**src/oets_pkg.sv**
```systemverilog
// oets_pkg: shared constants and types of the odd-even transposition sorter
// used by oets_cell, oets_ctrl and odd_even_transposition_sort
package oets_pkg;

  localparam int ELEMENT_COUNT = 16;
  localparam int VALUE_WIDTH   = 16;
  localparam int CNT_W         = $clog2(ELEMENT_COUNT);

  // operation applied to the whole row of cells together
  typedef enum logic [1:0] {
    OP_HOLD,
    OP_SHIFT,
    OP_PHASE
  } cell_op_e;

  // sequencer states
  typedef enum logic [1:0] {
    ST_LOAD,
    ST_SORT,
    ST_EMIT
  } seq_state_e;

  // control broadcast from the sequencer to every cell
  typedef struct packed {
    cell_op_e op;
    logic     parity;  // 0: pairs start at even positions, 1: at odd ones
  } cell_ctrl_t;

endpackage

```
**src/oets_cell.sv**
```systemverilog
// oets_cell: one position of the sorting row, holds one value
// depends on oets_pkg for widths and the control struct
module oets_cell (
  input  logic                              clk_i,
  input  oets_pkg::cell_ctrl_t              ctrl_i,
  input  logic                              is_first_i,
  input  logic                              is_last_i,
  input  logic                              pos_odd_i,
  input  logic [oets_pkg::VALUE_WIDTH-1:0]  left_i,
  input  logic [oets_pkg::VALUE_WIDTH-1:0]  right_i,
  output logic [oets_pkg::VALUE_WIDTH-1:0]  value_o
);
  import oets_pkg::*;

  logic [VALUE_WIDTH-1:0] value_q, value_d;
  logic                   pair_left, pair_right;

  // role of this cell in the current phase
  assign pair_left  = (pos_odd_i == ctrl_i.parity) && !is_last_i;
  assign pair_right = (pos_odd_i != ctrl_i.parity) && !is_first_i;

  // shift toward position zero, or compare-exchange with the partner
  always_comb begin
    value_d = value_q;
    case (ctrl_i.op)
      OP_SHIFT: value_d = right_i;
      OP_PHASE: begin
        if (pair_left && (value_q > right_i)) begin
          value_d = right_i;
        end else if (pair_right && (left_i > value_q)) begin
          value_d = left_i;
        end
      end
      default: value_d = value_q;
    endcase
  end

  // payload register, no reset needed
  always_ff @(posedge clk_i) begin
    value_q <= value_d;
  end

  assign value_o = value_q;

endmodule

```
**src/oets_ctrl.sv**
```systemverilog
// oets_ctrl: sequencer for load, sort phases and emit of one list
// depends on oets_pkg for states, counts and the cell control struct
module oets_ctrl (
  input  logic                  clk_i,
  input  logic                  rst_ni,
  input  logic                  in_valid_i,
  output logic                  in_stall_o,
  output logic                  out_valid_o,
  input  logic                  out_stall_i,
  output logic                  last_o,
  output oets_pkg::cell_ctrl_t  cell_ctrl_o
);
  import oets_pkg::*;

  localparam logic [CNT_W-1:0] CNT_LAST = CNT_W'(ELEMENT_COUNT - 1);

  seq_state_e       state_q, state_d;
  logic [CNT_W-1:0] cnt_q, cnt_d;
  logic             in_acc, out_acc;

  // state and counter registers
  always_ff @(posedge clk_i or negedge rst_ni) begin
    if (!rst_ni) begin
      state_q <= ST_LOAD;
      cnt_q   <= '0;
    end else begin
      state_q <= state_d;
      cnt_q   <= cnt_d;
    end
  end

  // handshakes taken straight from the state register
  assign in_acc  = in_valid_i && (state_q == ST_LOAD);
  assign out_acc = (state_q == ST_EMIT) && !out_stall_i;

  // next state, counter and row control
  always_comb begin
    state_d            = state_q;
    cnt_d              = cnt_q;
    in_stall_o         = 1'b1;
    out_valid_o        = 1'b0;
    last_o             = 1'b0;
    cell_ctrl_o.op     = OP_HOLD;
    cell_ctrl_o.parity = cnt_q[0];
    unique case (state_q)
      ST_LOAD: begin
        in_stall_o = 1'b0;
        if (in_acc) begin
          cell_ctrl_o.op = OP_SHIFT;
          if (cnt_q == CNT_LAST) begin
            cnt_d   = '0;
            state_d = ST_SORT;
          end else begin
            cnt_d = cnt_q + 1'b1;
          end
        end
      end
      ST_SORT: begin
        cell_ctrl_o.op = OP_PHASE;
        if (cnt_q == CNT_LAST) begin
          cnt_d   = '0;
          state_d = ST_EMIT;
        end else begin
          cnt_d = cnt_q + 1'b1;
        end
      end
      ST_EMIT: begin
        out_valid_o = 1'b1;
        last_o      = (cnt_q == CNT_LAST);
        if (out_acc) begin
          cell_ctrl_o.op = OP_SHIFT;
          if (cnt_q == CNT_LAST) begin
            cnt_d   = '0;
            state_d = ST_LOAD;
          end else begin
            cnt_d = cnt_q + 1'b1;
          end
        end
      end
      default: state_d = ST_LOAD;
    endcase
  end

endmodule

```
**src/odd_even_transposition_sort.sv**
```systemverilog
// odd_even_transposition_sort: top level, row of sorting cells and sequencer
// depends on oets_pkg, oets_cell and oets_ctrl
//
// usage
//   input channel: value_i with in_valid_i / in_stall_o. ELEMENT_COUNT words
//   make one list; they are taken one per cycle while the block is loading.
//   after the last word the row runs ELEMENT_COUNT compare-exchange phases,
//   one per cycle, each cell swapping with its partner in parallel.
//   output channel: sorted_value_o and last_o with out_valid_o / out_stall_i.
//   the list leaves in ascending order from cell zero, one word per cycle
//   when not stalled; last_o marks the final word.
//   a full list passes through load, sort and emit in turn, and the shared
//   shift path of the cell row means loading waits until the previous list
//   has left.
//   stalling the receiver holds the current word and the row; the input
//   stays stalled until the last word is taken.
//   reset clears the sequencer and load count; cell contents are not reset.
module odd_even_transposition_sort (
  input  logic                              clk_i,
  input  logic                              rst_ni,
  input  logic                              in_valid_i,
  output logic                              in_stall_o,
  input  logic [oets_pkg::VALUE_WIDTH-1:0]  value_i,
  output logic                              out_valid_o,
  input  logic                              out_stall_i,
  output logic [oets_pkg::VALUE_WIDTH-1:0]  sorted_value_o,
  output logic                              last_o
);
  import oets_pkg::*;

  cell_ctrl_t             cell_ctrl;
  logic [VALUE_WIDTH-1:0] cell_val [ELEMENT_COUNT];

  // sequencer
  oets_ctrl u_ctrl (
    .clk_i       (clk_i),
    .rst_ni      (rst_ni),
    .in_valid_i  (in_valid_i),
    .in_stall_o  (in_stall_o),
    .out_valid_o (out_valid_o),
    .out_stall_i (out_stall_i),
    .last_o      (last_o),
    .cell_ctrl_o (cell_ctrl)
  );

  // row of cells, words enter at the far end and leave at cell zero
  for (genvar i = 0; i < ELEMENT_COUNT; i++) begin : g_cell
    logic [VALUE_WIDTH-1:0] left_val, right_val;

    if (i == 0) begin : g_first
      assign left_val = '0;
    end else begin : g_mid_l
      assign left_val = cell_val[i-1];
    end

    if (i == ELEMENT_COUNT - 1) begin : g_last
      assign right_val = value_i;
    end else begin : g_mid_r
      assign right_val = cell_val[i+1];
    end

    oets_cell u_cell (
      .clk_i      (clk_i),
      .ctrl_i     (cell_ctrl),
      .is_first_i (i == 0),
      .is_last_i  (i == ELEMENT_COUNT - 1),
      .pos_odd_i  ((i % 2) == 1),
      .left_i     (left_val),
      .right_i    (right_val),
      .value_o    (cell_val[i])
    );
  end

  assign sorted_value_o = cell_val[0];

  // no input word is taken while a result is pending
  assert property (@(posedge clk_i) disable iff (!rst_ni)
    !(in_valid_i && !in_stall_o && out_valid_o))
    else $error("input accepted during emit");

  // last marker only on a valid word
  assert property (@(posedge clk_i) disable iff (!rst_ni)
    last_o |-> out_valid_o)
    else $error("last without valid");

  // after the final word leaves, loading resumes
  assert property (@(posedge clk_i) disable iff (!rst_ni)
    (out_valid_o && !out_stall_i && last_o) |=> (!in_stall_o && !out_valid_o))
    else $error("no return to load after last word");

  // emitted words never decrease within a list
  assert property (@(posedge clk_i) disable iff (!rst_ni)
    (out_valid_o && !out_stall_i && !last_o) |=>
      (out_valid_o && (sorted_value_o >= $past(sorted_value_o))))
    else $error("output not ascending");

endmodule
```
**config.mk**
```make
export PLATFORM = sky130hd
export DESIGN_NAME = odd_even_transposition_sort
export DESIGN_NICKNAME = d
export VERILOG_FILES = /design/src/oets_pkg.sv /design/src/oets_cell.sv /design/src/oets_ctrl.sv /design/src/odd_even_transposition_sort.sv
export SDC_FILE = /design/constraint.sdc
export NUM_CORES = 1
export LEC_CHECK = 0
export BUFFER_PORTS_ARGS = -buffer_cell sky130_fd_sc_hd__buf_4
export CELL_PAD_IN_SITES_DETAIL_PLACEMENT = 0
export CELL_PAD_IN_SITES_GLOBAL_PLACEMENT = 1
export CORE_MARGIN = 2
export CORE_UTILIZATION = 30
export CTS_CLUSTER_SIZE = 12
export DETAILED_ROUTE_END_ITERATION = 8
export PLACE_DENSITY_LB_ADDON = 0.1
export SLEW_MARGIN = 40
export SYNTH_ARGS = -nofsm -noshare
export SYNTH_HDL_FRONTEND = slang
export SYNTH_SLANG_ARGS = --single-unit
```
**constraint.sdc**
```tcl
create_clock -name clk_i -period 3.5 [get_ports clk_i]
set_clock_uncertainty 0.15 [all_clocks]
set_input_delay 0.175 -clock clk_i [delete_from_list [all_inputs] [get_ports clk_i]]
set_output_delay 0.175 -clock clk_i [all_outputs]
set_load 0.02 [all_outputs]
```
==> out/qor.txt <==
Status = completed
Req. time, crit path = 3.59 ns
Warnings, synthesis = 0
Final hold vios = 0
DRC = 0
TritonRoute pass-1 iters = 5
Min cycle time layout = 3.12 ns
Core Rows = 87
Critical Path End Type = flop
Switching pwr = 0.00905 W
Slew Viols, Final = 0
Die area = 0.0585 mm²
Gate Count Post-Synth = 1,507
Max-Cap Viols = 0
Post-CTS Hold Buffers = 20
Max H-tree Level = 2
Layout cell share with drive strength beyond 1 = 10.4%
Core region area = 0.0562 mm²
Chip width = 242 µm
Layout area overhead = 16.2%
Crit path arrival time = 3.21 ns
Switching Share = 43.3%
Die H = 242 µm
DR iter-0 viols = 600
# setup viols final = 0
Cell area after synthesis = 0.0170 mm²
Final core occ = 35.1%
Initial antenna violation count = 0
Syn_area_per_cell = 11.3 µm²
Placed cells = 2,323
Setup CP Type = reg2reg
WP buf/inv = 3
Post-synthesis sequential area ratio = 46.1%
Final worst path period share = 89.2%
Worst skew pair latency = 0.55 ns
Number of I/O port buffers = 38
CTS tree = done
Gate power share = 49.9%
Number of buffers created by CTS = 36
Slowest cell on crit path = a2111oi_0
GRT Util Overall = 16.0%
Leak = 8.25 nW
Primary FF master, synth = edfxtp_1
EDFF count, synth = 256
Final non-filler cell total = 2,405
Largest net degree at the start of global routing = 39
Slowest Stage Delay on Critical Path = 0.48 ns
Pwr per Cell Area = 1060 mW/mm²
Critical Path Start = g_cell[2].u_cell.value_o[11]$_DFFE_PP_
Clock sink count = 262
Setup WS pre-CTS = 0.490 ns
Slew headroom = 49.9%
Gr ovfl total = 0
Worst setup SP type = flop
Sequential power share = 33.0%
Setup ws final = 0.378 ns
Flops & latches, synth = 262
Wirelength per Cell = 19.3 µm
VDD IR max = 0.000309 V
Vias in the first global route = 11,832
Initial Utilization = 30.2%
Top Ports = 39
CTS resizes = 0
Library cells used by synthesis = 59
Routed wire length = 46,300 µm
Via/cell ratio = 4.76
Hold Crit Class = in2reg
Int Pwr = 0.0119 W
Worst slew pin tran = 0.751 ns
Max clock buf depth = 3
Crit-path most repeated cell = buf_4
Mapped Nets = 1,768
Final nets = 1,886
Reg clk slew, reported paths = 0.06 ns
Top cell family by delay on the critical path = compound AO/OA/AOI/OAI gates
Post-route ant nets = 0
# Post-CTS Setup Buffers = 0
GPL Wtd Cong = 0.777
Hpwl dp = 37,300 µm
FMAX = 0.320 GHz
Post-synthesis async set-or-reset flop share = 2.29%
First-pass GRT wire length = 71,800 µm
CP cell instances = inv_1, ha_1, nand4_1, a2111oi_0, a2111o_1, a21oi_4, buf_4, a21oi_1, buf_4
Setup TNS = 0 ns
R2R Path Start = g_cell[2].u_cell.value_o[11]$_DFFE_PP_
Worst-path maximum fanout = 14
Min-delay src = value_i[14]
RSZ-0062 raised after global routing = no
Total number of vias = 11,442
Hold_ws = 0.300 ns
Clock root buffer = clkbuf_16
Ant diodes = 0
Clock Power Share = 17.1%
-- synthesized netlist by cell type, drive strengths merged (2+ instances only) --
library cell / n / area, µm²
a2111o: 3 / 33.8
a2111oi: 4 / 35.0
a211oi: 4 / 30.0
a21o: 7 / 52.6
a21oi: 127 / 681
a221o: 5 / 50.1
a221oi: 2 / 17.5
a22o: 3 / 26.3
a22oi: 2 / 15.0
a31oi: 5 / 46.3
and4: 2 / 17.5
buf: 21 / 193
clkbuf: 7 / 26.3
dfrtp: 6 / 150
edfxtp: 256 / 7690
ha: 241 / 3020
inv: 256 / 961
mux2: 16 / 210
mux2i: 192 / 1920
nand2: 106 / 400
nand2b: 4 / 25.0
nand3: 11 / 55.1
nand4: 43 / 269
nor2: 33 / 139
nor2b: 11 / 76.3
nor3: 3 / 15.0
nor4: 11 / 68.8
o211ai: 8 / 65.1
o21a: 9 / 67.6
o21ai: 83 / 427
o22ai: 4 / 25.0
o31ai: 4 / 35.0
o41ai: 2 / 17.5
or2: 2 / 12.5
or3: 2 / 12.5
-- kinds of logic (layout without fill, tap and decap cells) --
family                   count (synthesis)  after routing  synth area share, %
AO/OA/AOI/OAI                          281            281                 10.1
XOR/XNOR                                 1              1               0.0516
AND/OR/NAND/NOR                        230            230                 6.50
adder cells (fa/ha/maj)                241            241                 17.8
flip-flops                             262            262                 46.1
multiplexers                           208            208                 12.6
buffers and inverters                  284            426                 6.95
-- final cells by class --
cell class	count	area, µm²
Fill cell	5657	36400
Multi-Input combinational cell	961	8010
Sequential cell	262	7840
Clock buffer	46	981
Inverter	256	961
Tap cell	756	946
Timing Repair Buffer	108	873
Clock inverter	16	133
-- tightest hold or removal path: stages --
cell,delay (ns)
dlygate4sd3_1,0.52
buf_4,0.10
nand2_1,0.03
o21ai_0,0.05
-- routing by layer --
metal	global-route usage (%)	routed length (µm)	vias up
li1	-	-	5738
met3	2.54	1610	50
met1	23.3	23800	5509
met2	24.8	20200	145
met4	3.61	694	0
met5	0	0	-
-- stage by stage --
step / power [W] / cell area [µm²]
6_report: 0.0209 / 19700
2_1_floorplan: 0.0136 / 17000
3_5_place_dp: 0.0175 / 18400
4_1_cts: 0.0212 / 19700
3_3_place_gp: 0.0174 / 18400
5_1_grt: 0.0229 / 19700
-- sequential cells by signal, indices dropped and copies added (netlist names) --
| register | flops |
|---|---|
| u_ctrl.cnt_q | 4 |
| u_ctrl.state_q | 2 |
| g_cell.u_cell.value_o | 256 |
-- worst paths after layout --
check	end	slack [ns]	cells after the start
max reg2reg	g_cell[2].u_cell.value_o[8]$_DFFE_PP_	0.38	9
max	g_cell[2].u_cell.value_o[8]$_DFFE_PP_	0.38	9
min in group asynchronous	u_ctrl.state_q[1]$_DFFE_PN0P_	0.44	3
max in group asynchronous	u_ctrl.cnt_q[0]$_DFFE_PN0P_	2.54	3
min	g_cell[15].u_cell.value_o[14]$_DFFE_PP_	0.30	4
min reg2reg	g_cell[0].u_cell.value_o[12]$_DFFE_PP_	0.34	0
-- placed cells by master, fill, tap and decap left out, drive strengths merged, types with 2 or more instances in the layout --
cell	netlist	final
o211ai	8	8
a221oi	2	2
or3	2	2
mux2i	192	192
buf	21	88
clkbuf	7	46
a2111o	3	3
bufinv	0	2
or2	2	2
a211oi	4	4
o21a	9	9
nor2b	11	11
nor3	3	3
o41ai	2	2
o21ai	83	83
a221o	5	5
a21oi	127	127
inv	256	256
nand2	106	106
ha	241	241
nor2	33	33
nand4	43	43
o22ai	4	4
nand3	11	11
a22oi	2	2
clkinv	0	14
a31oi	5	5
a22o	3	3
mux2	16	16
nor4	11	11
o31ai	4	4
a2111oi	4	4
and4	2	2
edfxtp	256	256
a21o	7	7
dfrtp	6	6
dlygate4sd3	0	20
nand2b	4	4
-- power by group through the flow --
| stage | Sequential [W] | Clock [W] | Combinational (W) |
|---|---|---|---|
| 4_1_cts | 0.00692 | 0.00372 | 0.0106 |
| 3_5_place_dp | 0.00697 | 0 | 0.0105 |
| 5_1_grt | 0.00713 | 0.00383 | 0.0119 |
| 2_1_floorplan | 0.00673 | 0 | 0.00687 |
| 6_report | 0.00690 | 0.00357 | 0.0104 |
| 3_3_place_gp | 0.00693 | 0 | 0.0105 |
No activity file was read; power rests on OpenSTA's default activity.
